===== config.mk =====
export PLATFORM = sky130hd
export DESIGN_NAME = quoted_argument_tokenizer
export DESIGN_NICKNAME = d
export VERILOG_FILES = /design/src/design/qat_pkg.sv /design/src/design/quoted_argument_tokenizer.sv
export SDC_FILE = /design/constraint.sdc
export NUM_CORES = 1
export LEC_CHECK = 0
export BUFFER_PORTS_ARGS = -buffer_cell sky130_fd_sc_hd__clkbuf_2
export CORE_MARGIN = 4
export CORE_UTILIZATION = 30
export CTS_BUF_LIST = sky130_fd_sc_hd__clkbuf_8
export DETAILED_ROUTE_END_ITERATION = 10
export PLACE_DENSITY = 0.55
export SKIP_LAST_GASP = 1
export SLEW_MARGIN = 20
export SYNTH_ARGS = -nofsm -noshare
export SYNTH_HDL_FRONTEND = slang
export SYNTH_SLANG_ARGS = --single-unit

===== constraint.sdc =====
create_clock -name clk -period 4 [get_ports clk]
set_input_delay 0.6 -clock clk [delete_from_list [all_inputs] [get_ports clk]]
set_output_delay 0.6 -clock clk [all_outputs]
set_load 0.01 [all_outputs]

===== src/design/qat_pkg.sv =====
// Package for the quoted argument tokenizer: size limits, character codes,
// quote and status encodings, and the result field layout.
// No dependencies; every design and checker file refers to it by scoped names.
`default_nettype none

package qat_pkg;

  localparam int MAX_ARGS = 256;
  localparam int MAX_LEN  = 4096;

  // Counter widths follow from the limits; the counters must hold the limit itself.
  localparam int CNT_W = $clog2(MAX_ARGS + 1);
  localparam int POS_W = $clog2(MAX_LEN + 1);

  // Fixed widths of the result fields.
  localparam int CHAR_W   = 8;
  localparam int IDX_W    = 8;
  localparam int SPOS_W   = 13;
  localparam int STATUS_W = 2;
  localparam int ACNT_W   = 9;

  // Result tdata layout, lowest bit first.
  localparam int APPEND_LSB    = 0;
  localparam int OUT_CHAR_LSB  = APPEND_LSB + 1;
  localparam int NEW_ARG_LSB   = OUT_CHAR_LSB + CHAR_W;
  localparam int ARG_NUM_LSB   = NEW_ARG_LSB + 1;
  localparam int START_POS_LSB = ARG_NUM_LSB + IDX_W;
  localparam int END_POS_LSB   = START_POS_LSB + SPOS_W;
  localparam int ARG_ENDED_LSB = END_POS_LSB + SPOS_W;
  localparam int STATUS_LSB    = ARG_ENDED_LSB + 1;
  localparam int ARG_COUNT_LSB = STATUS_LSB + STATUS_W;
  localparam int RES_BITS      = ARG_COUNT_LSB + ACNT_W;
  localparam int RES_W         = ((RES_BITS + 7) / 8) * 8;

  localparam logic [CHAR_W-1:0] CH_DQUOTE    = 8'h22;
  localparam logic [CHAR_W-1:0] CH_SQUOTE    = 8'h27;
  localparam logic [CHAR_W-1:0] CH_BACKSLASH = 8'h5C;
  localparam logic [CHAR_W-1:0] CH_SPACE     = 8'h20;
  localparam logic [CHAR_W-1:0] CH_TAB       = 8'h09;

  typedef enum logic [1:0] {
    Q_NONE,
    Q_DOUBLE,
    Q_SINGLE
  } quote_t;

  typedef enum logic [STATUS_W-1:0] {
    STAT_OK,
    STAT_UNTERMINATED,
    STAT_OVERFLOW
  } status_t;

endpackage

`default_nettype wire


===== src/design/quoted_argument_tokenizer.sv =====
// Shell-style argument tokenizer: one byte per transaction, one result per byte.
// The result of an accepted byte is in the output register from the next cycle.
// Throughput is one byte per cycle; the output register is refilled in the cycle
// it drains, so only a stalled consumer holds back the input.
// Synchronous active-high reset clears the parse state and empties the output register.
// Depends on qat_pkg.
`default_nettype none

module quoted_argument_tokenizer (
  input  wire                     clk,
  input  wire                     rst,
  input  wire                     s_tvalid,
  output logic                    s_tready,
  input  wire  [7:0]              s_tdata,   // ch[7:0]
  input  wire                     s_tlast,   // end_of_string
  output logic                    m_tvalid,
  input  wire                     m_tready,
  output logic [qat_pkg::RES_W-1:0] m_tdata, // append, out_char, new_arg, arg_num,
                                             // start_pos, end_pos, arg_ended, status,
                                             // arg_count
  output logic                    m_tlast    // done_res
);

  // Parse state
  qat_pkg::quote_t               open_quote, open_quote_next;
  logic                          inside_arg, inside_arg_next;
  logic                          escape_pending, escape_pending_next;
  logic [qat_pkg::CNT_W-1:0]     count_of_args, count_of_args_next;
  logic [qat_pkg::POS_W-1:0]     char_position, char_position_next;
  logic [qat_pkg::POS_W-1:0]     last_end, last_end_next;
  logic                          overflowed, overflowed_next;

  // Per-byte decode
  logic                          accept;
  logic                          is_dq, is_sq, is_quote, is_bs, is_blank, quote_match;
  logic                          take, app, newa, ended;
  logic [qat_pkg::POS_W-1:0]     start;
  qat_pkg::status_t              status;
  logic [qat_pkg::RES_W-1:0]     res_data;

  assign accept   = s_tvalid && s_tready;
  assign s_tready = !m_tvalid || m_tready;

  assign is_dq    = s_tdata == qat_pkg::CH_DQUOTE;
  assign is_sq    = s_tdata == qat_pkg::CH_SQUOTE;
  assign is_quote = is_dq || is_sq;
  assign is_bs    = s_tdata == qat_pkg::CH_BACKSLASH;
  assign is_blank = (s_tdata == qat_pkg::CH_SPACE) || (s_tdata == qat_pkg::CH_TAB);
  assign quote_match = (open_quote == qat_pkg::Q_DOUBLE && is_dq) ||
                       (open_quote == qat_pkg::Q_SINGLE && is_sq);

  always_comb begin
    open_quote_next     = open_quote;
    inside_arg_next     = inside_arg;
    escape_pending_next = escape_pending;
    count_of_args_next  = count_of_args;
    char_position_next  = char_position;
    last_end_next       = last_end;
    overflowed_next     = overflowed;
    take  = 1'b0;
    app   = 1'b0;
    newa  = 1'b0;
    ended = 1'b0;
    start = '0;

    if (s_tlast) begin
      open_quote_next     = qat_pkg::Q_NONE;
      inside_arg_next     = 1'b0;
      escape_pending_next = 1'b0;
      count_of_args_next  = '0;
      char_position_next  = '0;
      last_end_next       = '0;
      overflowed_next     = 1'b0;
    end else if (char_position >= qat_pkg::POS_W'(qat_pkg::MAX_LEN)) begin
      // The byte is dropped; only the overflow flag moves.
      overflowed_next = 1'b1;
    end else begin
      if (!inside_arg) begin
        if (!is_blank) begin
          if (is_quote) begin
            open_quote_next = is_dq ? qat_pkg::Q_DOUBLE : qat_pkg::Q_SINGLE;
            start = char_position + 1'b1;
          end else if (is_bs) begin
            escape_pending_next = 1'b1;
            start = char_position + 1'b1;
          end else begin
            take  = 1'b1;
            start = char_position;
          end
          inside_arg_next = 1'b1;
          if (count_of_args >= qat_pkg::CNT_W'(qat_pkg::MAX_ARGS)) begin
            overflowed_next = 1'b1;
          end else if (!overflowed) begin
            count_of_args_next = count_of_args + 1'b1;
            newa = 1'b1;
            last_end_next = start;
          end
          // An argument that is not counted reports no start.
          if (!newa) begin
            start = '0;
          end
        end
      end else if (escape_pending) begin
        take = 1'b1;
        escape_pending_next = 1'b0;
      end else if (is_bs) begin
        escape_pending_next = 1'b1;
      end else if (is_quote) begin
        if (open_quote == qat_pkg::Q_NONE) begin
          open_quote_next = is_dq ? qat_pkg::Q_DOUBLE : qat_pkg::Q_SINGLE;
        end else if (quote_match) begin
          open_quote_next = qat_pkg::Q_NONE;
        end else begin
          take = 1'b1;
        end
      end else if (!is_blank) begin
        take = 1'b1;
      end else if (open_quote == qat_pkg::Q_NONE) begin
        inside_arg_next = 1'b0;
        ended = 1'b1;
      end else begin
        take = 1'b1;
      end

      if (take && !overflowed_next) begin
        app = 1'b1;
        last_end_next = char_position + 1'b1;
      end
      char_position_next = char_position + 1'b1;
    end
  end

  always_comb begin
    res_data = '0;
    if (s_tlast) begin
      if (open_quote != qat_pkg::Q_NONE) begin
        status = qat_pkg::STAT_UNTERMINATED;
      end else if (overflowed) begin
        status = qat_pkg::STAT_OVERFLOW;
      end else begin
        status = qat_pkg::STAT_OK;
      end
      res_data[qat_pkg::STATUS_LSB +: qat_pkg::STATUS_W] = status;
      res_data[qat_pkg::ARG_COUNT_LSB +: qat_pkg::ACNT_W] =
        qat_pkg::ACNT_W'(count_of_args);
    end else begin
      status = overflowed_next ? qat_pkg::STAT_OVERFLOW : qat_pkg::STAT_OK;
      res_data[qat_pkg::APPEND_LSB]                      = app;
      res_data[qat_pkg::OUT_CHAR_LSB +: qat_pkg::CHAR_W] = s_tdata;
      res_data[qat_pkg::NEW_ARG_LSB]                     = newa;
      if (count_of_args_next != '0) begin
        res_data[qat_pkg::ARG_NUM_LSB +: qat_pkg::IDX_W] =
          qat_pkg::IDX_W'(count_of_args_next - 1'b1);
        res_data[qat_pkg::END_POS_LSB +: qat_pkg::SPOS_W] =
          qat_pkg::SPOS_W'(last_end_next);
      end
      res_data[qat_pkg::START_POS_LSB +: qat_pkg::SPOS_W] = qat_pkg::SPOS_W'(start);
      res_data[qat_pkg::ARG_ENDED_LSB]                    = ended;
      res_data[qat_pkg::STATUS_LSB +: qat_pkg::STATUS_W]  = status;
      res_data[qat_pkg::ARG_COUNT_LSB +: qat_pkg::ACNT_W] =
        qat_pkg::ACNT_W'(count_of_args_next);
    end
  end

  always_ff @(posedge clk) begin
    if (rst) begin
      open_quote     <= qat_pkg::Q_NONE;
      inside_arg     <= 1'b0;
      escape_pending <= 1'b0;
      count_of_args  <= '0;
      char_position  <= '0;
      last_end       <= '0;
      overflowed     <= 1'b0;
      m_tvalid       <= 1'b0;
    end else begin
      if (accept) begin
        open_quote     <= open_quote_next;
        inside_arg     <= inside_arg_next;
        escape_pending <= escape_pending_next;
        count_of_args  <= count_of_args_next;
        char_position  <= char_position_next;
        last_end       <= last_end_next;
        overflowed     <= overflowed_next;
        m_tvalid       <= 1'b1;
      end else if (m_tready) begin
        m_tvalid <= 1'b0;
      end
    end
  end

  always_ff @(posedge clk) begin
    if (accept) begin
      m_tdata <= res_data;
      m_tlast <= s_tlast;
    end
  end

endmodule

`default_nettype wire


==> impl_results.md <==
* Outcome: complete, no violations
* Number of nets still failing antenna checks after routing at 0
* Worst-skew pair later-pin latency at approximately 0.37 ns
* Layout cells sized above 1 at 21.2%
* Crit. End Element: register
* Num CTS Buffers at 9
* Global-route congestion overflow total at 0
* Wire length of the first global-routing pass at between 20000 and 25000 um
* Setup clock skew after layout at roughly 0.011 ns
* Crit path required time at approximately 4.2 ns
* Largest family of logic cells by synthesized area: simple AND/OR/NAND/NOR gates
* Worst-Margin Slew at 0.906 ns
* Number of buffers between clock root and the deepest sink at 2
* Maximum number of pins on one net before global-route repair at between 70 and 80
* Async set or reset register ratio after synthesis at 0%
* Vias at 4094
* Effective utilization at floorplan at between 30% and 40%
* Arrival @ worst endpoint at 3.35 ns
* Metal3 WL at about 490 um
* Number of gates resized after cts at 0
* Min-delay worst type: in -> reg
* Final period utilization at 79.0%
* Met1 wire length at 6110 um
* Pre-CTS WS at between 0.6 and 0.7 ns
* Fraction of power spent switching nets at between 20% and 30%
* Number of global-route vias before repair at 4011
* Multiplexer share of the synthesized area at 1.03%
* Detailed Place HPWL at approximately 9000 um
* Total Routing Usage GR at 13.3%
* Final Critical Period at 3.16 ns
* Adder-Cell Fraction of Synth Area at ~1.5%
* Pre-antenna DRT Iters at 4
* Crit Path Max Fanout at 15
* Cts hold-fix bufs at 0
* Std-Cell Rows at 47
* Final setup margin at ~0.84 ns
* Count of endpoints failing setup in the final report at 0
* Remaining design rule violation count at 0
* Pins Over Slew Limit at 0
* Die ar. at 19200 um2
* Per-cell via count in the routed design at 5.09
* Combinational share of power at around a tenth
* Ys Warns at 0
* Sink count of the clock tree at about 100
* Sequential cell area at about 2500 um2
* Tightest hold margin at 0.459 ns
* Top layer reached by signal wires: met4
* Crit Path Class: reg -> reg
* Post-synthesis share of cell area spent on xor and xnor gates at 6.32%
* Final standard cell utilization of the core at between 30% and 40%
* Count of different cell masters after synthesis at 64
* Number of enable-type register cells in the synthesized netlist at 57
* Fraction of power consumed by the clock network at between 30% and 40%
* Register bit count reported by yosys at 98
* Diode count at 0
* Sum of internal, switching and leakage power at roughly 2.2 mW
* Unrepaired setup endpoints after global routing: false
* Share of the yosys chip area belonging to registers at between 40% and 50%
* Power spent charging and discharging nets at roughly 0.52 mW
* Clock transition at the registers of the reported paths at approximately 0.09 ns
* Die H at about 140 um
* Cell area after synthesis at 5130 um2
* Routed wire length at 13000 um
* Weighted congestion at the end of routability-driven global placement at about 0.8
* Number of antenna violations at the first check in global routing at 0
* Fmax at around 0.32 GHz
* Relative contribution of sequential cells to total power at 51.6%
* Simple-gate share of the synthesized area at 21.4%
* Layout net count at ~600
* Overall die width at between 100 and 150 um
* DR iter-0 viols at 382
* Static leakage at around 2.2 nW
* Port buffer count at 71
* Core Area at 16600 um2
* Mean instance size in the synthesized netlist at 9.80 um2
* Layout overhead on the synthesized area at 15.3%
* Clk root buf: clkbuf_8
* Max rail drop VDD at 0.000162 V
* Final number of hold-violating endpoints at 0
* Slew HR at between 30% and 40%
* Total negative slack for setup checks at 0 ns
* Type of origin of the critical path: register
* Fillcell total at approximately 1700
* Fraction of the mapped netlist area in compound gates at 15.9%
* Internal cell power at 1.66 mW
* CTS tree: done
* Setup bufs post-CTS at 0
* Routed length on met2 at about 6000 um
* Pwr Density at ~370 nW/um2
* Number of H-tree branching levels at 3
* Cells after synthesis at approximately 520
* Routed length per placed instance at roughly 16 um
* Most common cell after layout, fill and taps aside: clkbuf_2
* Synthesized netlist net count at 542
* Main flop type after synthesis: edfxtp_1
* Most frequent cells in the layout: clkbuf_2 (71), nor2_1 (62), edfxtp_1 (57), nand2_1 (47), dfxtp_1 (41)
* I/O pin total at about 70
* Footprint of the multi-input gates at 2360 um2
* Total of max-cap violations at 0
-- power groups by stage --
stage                     clock (mW)  combinational (mW)  sequential [mW]
after floorplan                    0               0.132             1.16
after global placement             0               0.226             1.15
after detailed placement           0               0.230             1.15
after CTS                      0.847               0.231             1.13
after global routing           0.881               0.251             1.13
final                          0.827               0.227             1.12
-- path summary, 6_finish.rpt --
| kind | from | end | slack, ns | cells after the start |
|---|---|---|---|---|
| setup / recovery | char_position[12] | m_tdata[35] | 0.84 | 10 |
| hold / removal | s_tvalid | m_tvalid | 0.46 | 3 |
| setup reg to reg | char_position[12] | m_tdata[35] | 0.84 | 10 |
| hold reg to reg | last_end[3] | last_end[3] | 0.48 | 1 |
-- cells in the mapped netlist, drive strengths merged, types with 3 or more instances --
master	number	share of area, %
nor2	70	6.1
edfxtp	57	33
nand2	47	3.4
dfxtp	41	16
a21oi	39	4.5
o21ai	26	2.6
clkbuf	24	1.8
xnor2	20	3.4
xor2	17	2.9
nand3	15	1.5
inv	13	0.95
nor2b	13	1.6
nor3	13	1.4
buf	12	1.8
a211oi	9	1.5
and3	8	0.98
nor4	8	1.3
a21o	7	1.0
ha	6	1.5
o2bb2ai	6	1.0
or3	6	0.73
a22oi	5	0.73
or2	5	0.61
nand2b	4	0.49
a22o	3	0.51
a311o	3	0.59
a31o	3	0.51
and2	3	0.37
mux2i	3	0.59
nand4	3	0.37
nor4b	3	0.63
o211ai	3	0.44
o21a	3	0.44
or4	3	0.51
-- worst max-delay path: stages (launching register included) --
cell      delay (ns)
dfxtp_1         0.49
or4_1           0.62
nor2_1          0.35
xnor2_1         0.26
nand2_1         0.15
ha_1            0.24
o21ai_0         0.10
nor3_2          0.08
a31o_1          0.27
buf_4           0.22
a211oi_1        0.20
-- metrics by stage --
| stage | std cells | area, um2 |
|---|---|---|
| after detailed placement | 788 | 5650 |
| final | 804 | 5910 |
| after floorplan | 523 | 5130 |
| after global routing | 804 | 5910 |
| after global placement | 788 | 5650 |
| after CTS | 804 | 5910 |
-- area by class of cell --
cell class / count / area share (%)
Clock buffer: 9 / 2.10
Clock inverter: 7 / 2.29
Inverter: 13 / 0.826
Multi-Input combinational cell: 376 / 40.0
Sequential cell: 98 / 42.9
Tap cell: 220 / 4.66
Timing Repair Buffer: 81 / 7.29
-- registers in the layout (all words and copies together), names as in the netlist --
signal          flops
last_end           13
count_of_args       9
inside_arg          1
overflowed          1
m_tlast             1
open_quote          2
m_tvalid            1
escape_pending      1
m_tdata            56
char_position      13
-- logic make-up after synthesis --
group,after synthesis
buf+inv,49
mux,5
compound gates,119
fa+ha+maj,6
simple gates,209
flops,98
xor+xnor,37
-- per-layer routing --
| metal | track usage [%] | up-vias |
|---|---|---|
| li1 | - | 1979 |
| met3 | 2.41 | 17 |
| met4 | 4.94 | 0 |
| met2 | 22.0 | 110 |
| met5 | 0 | - |
| met1 | 17.6 | 1988 |
(Power assumes the default switching activity.)
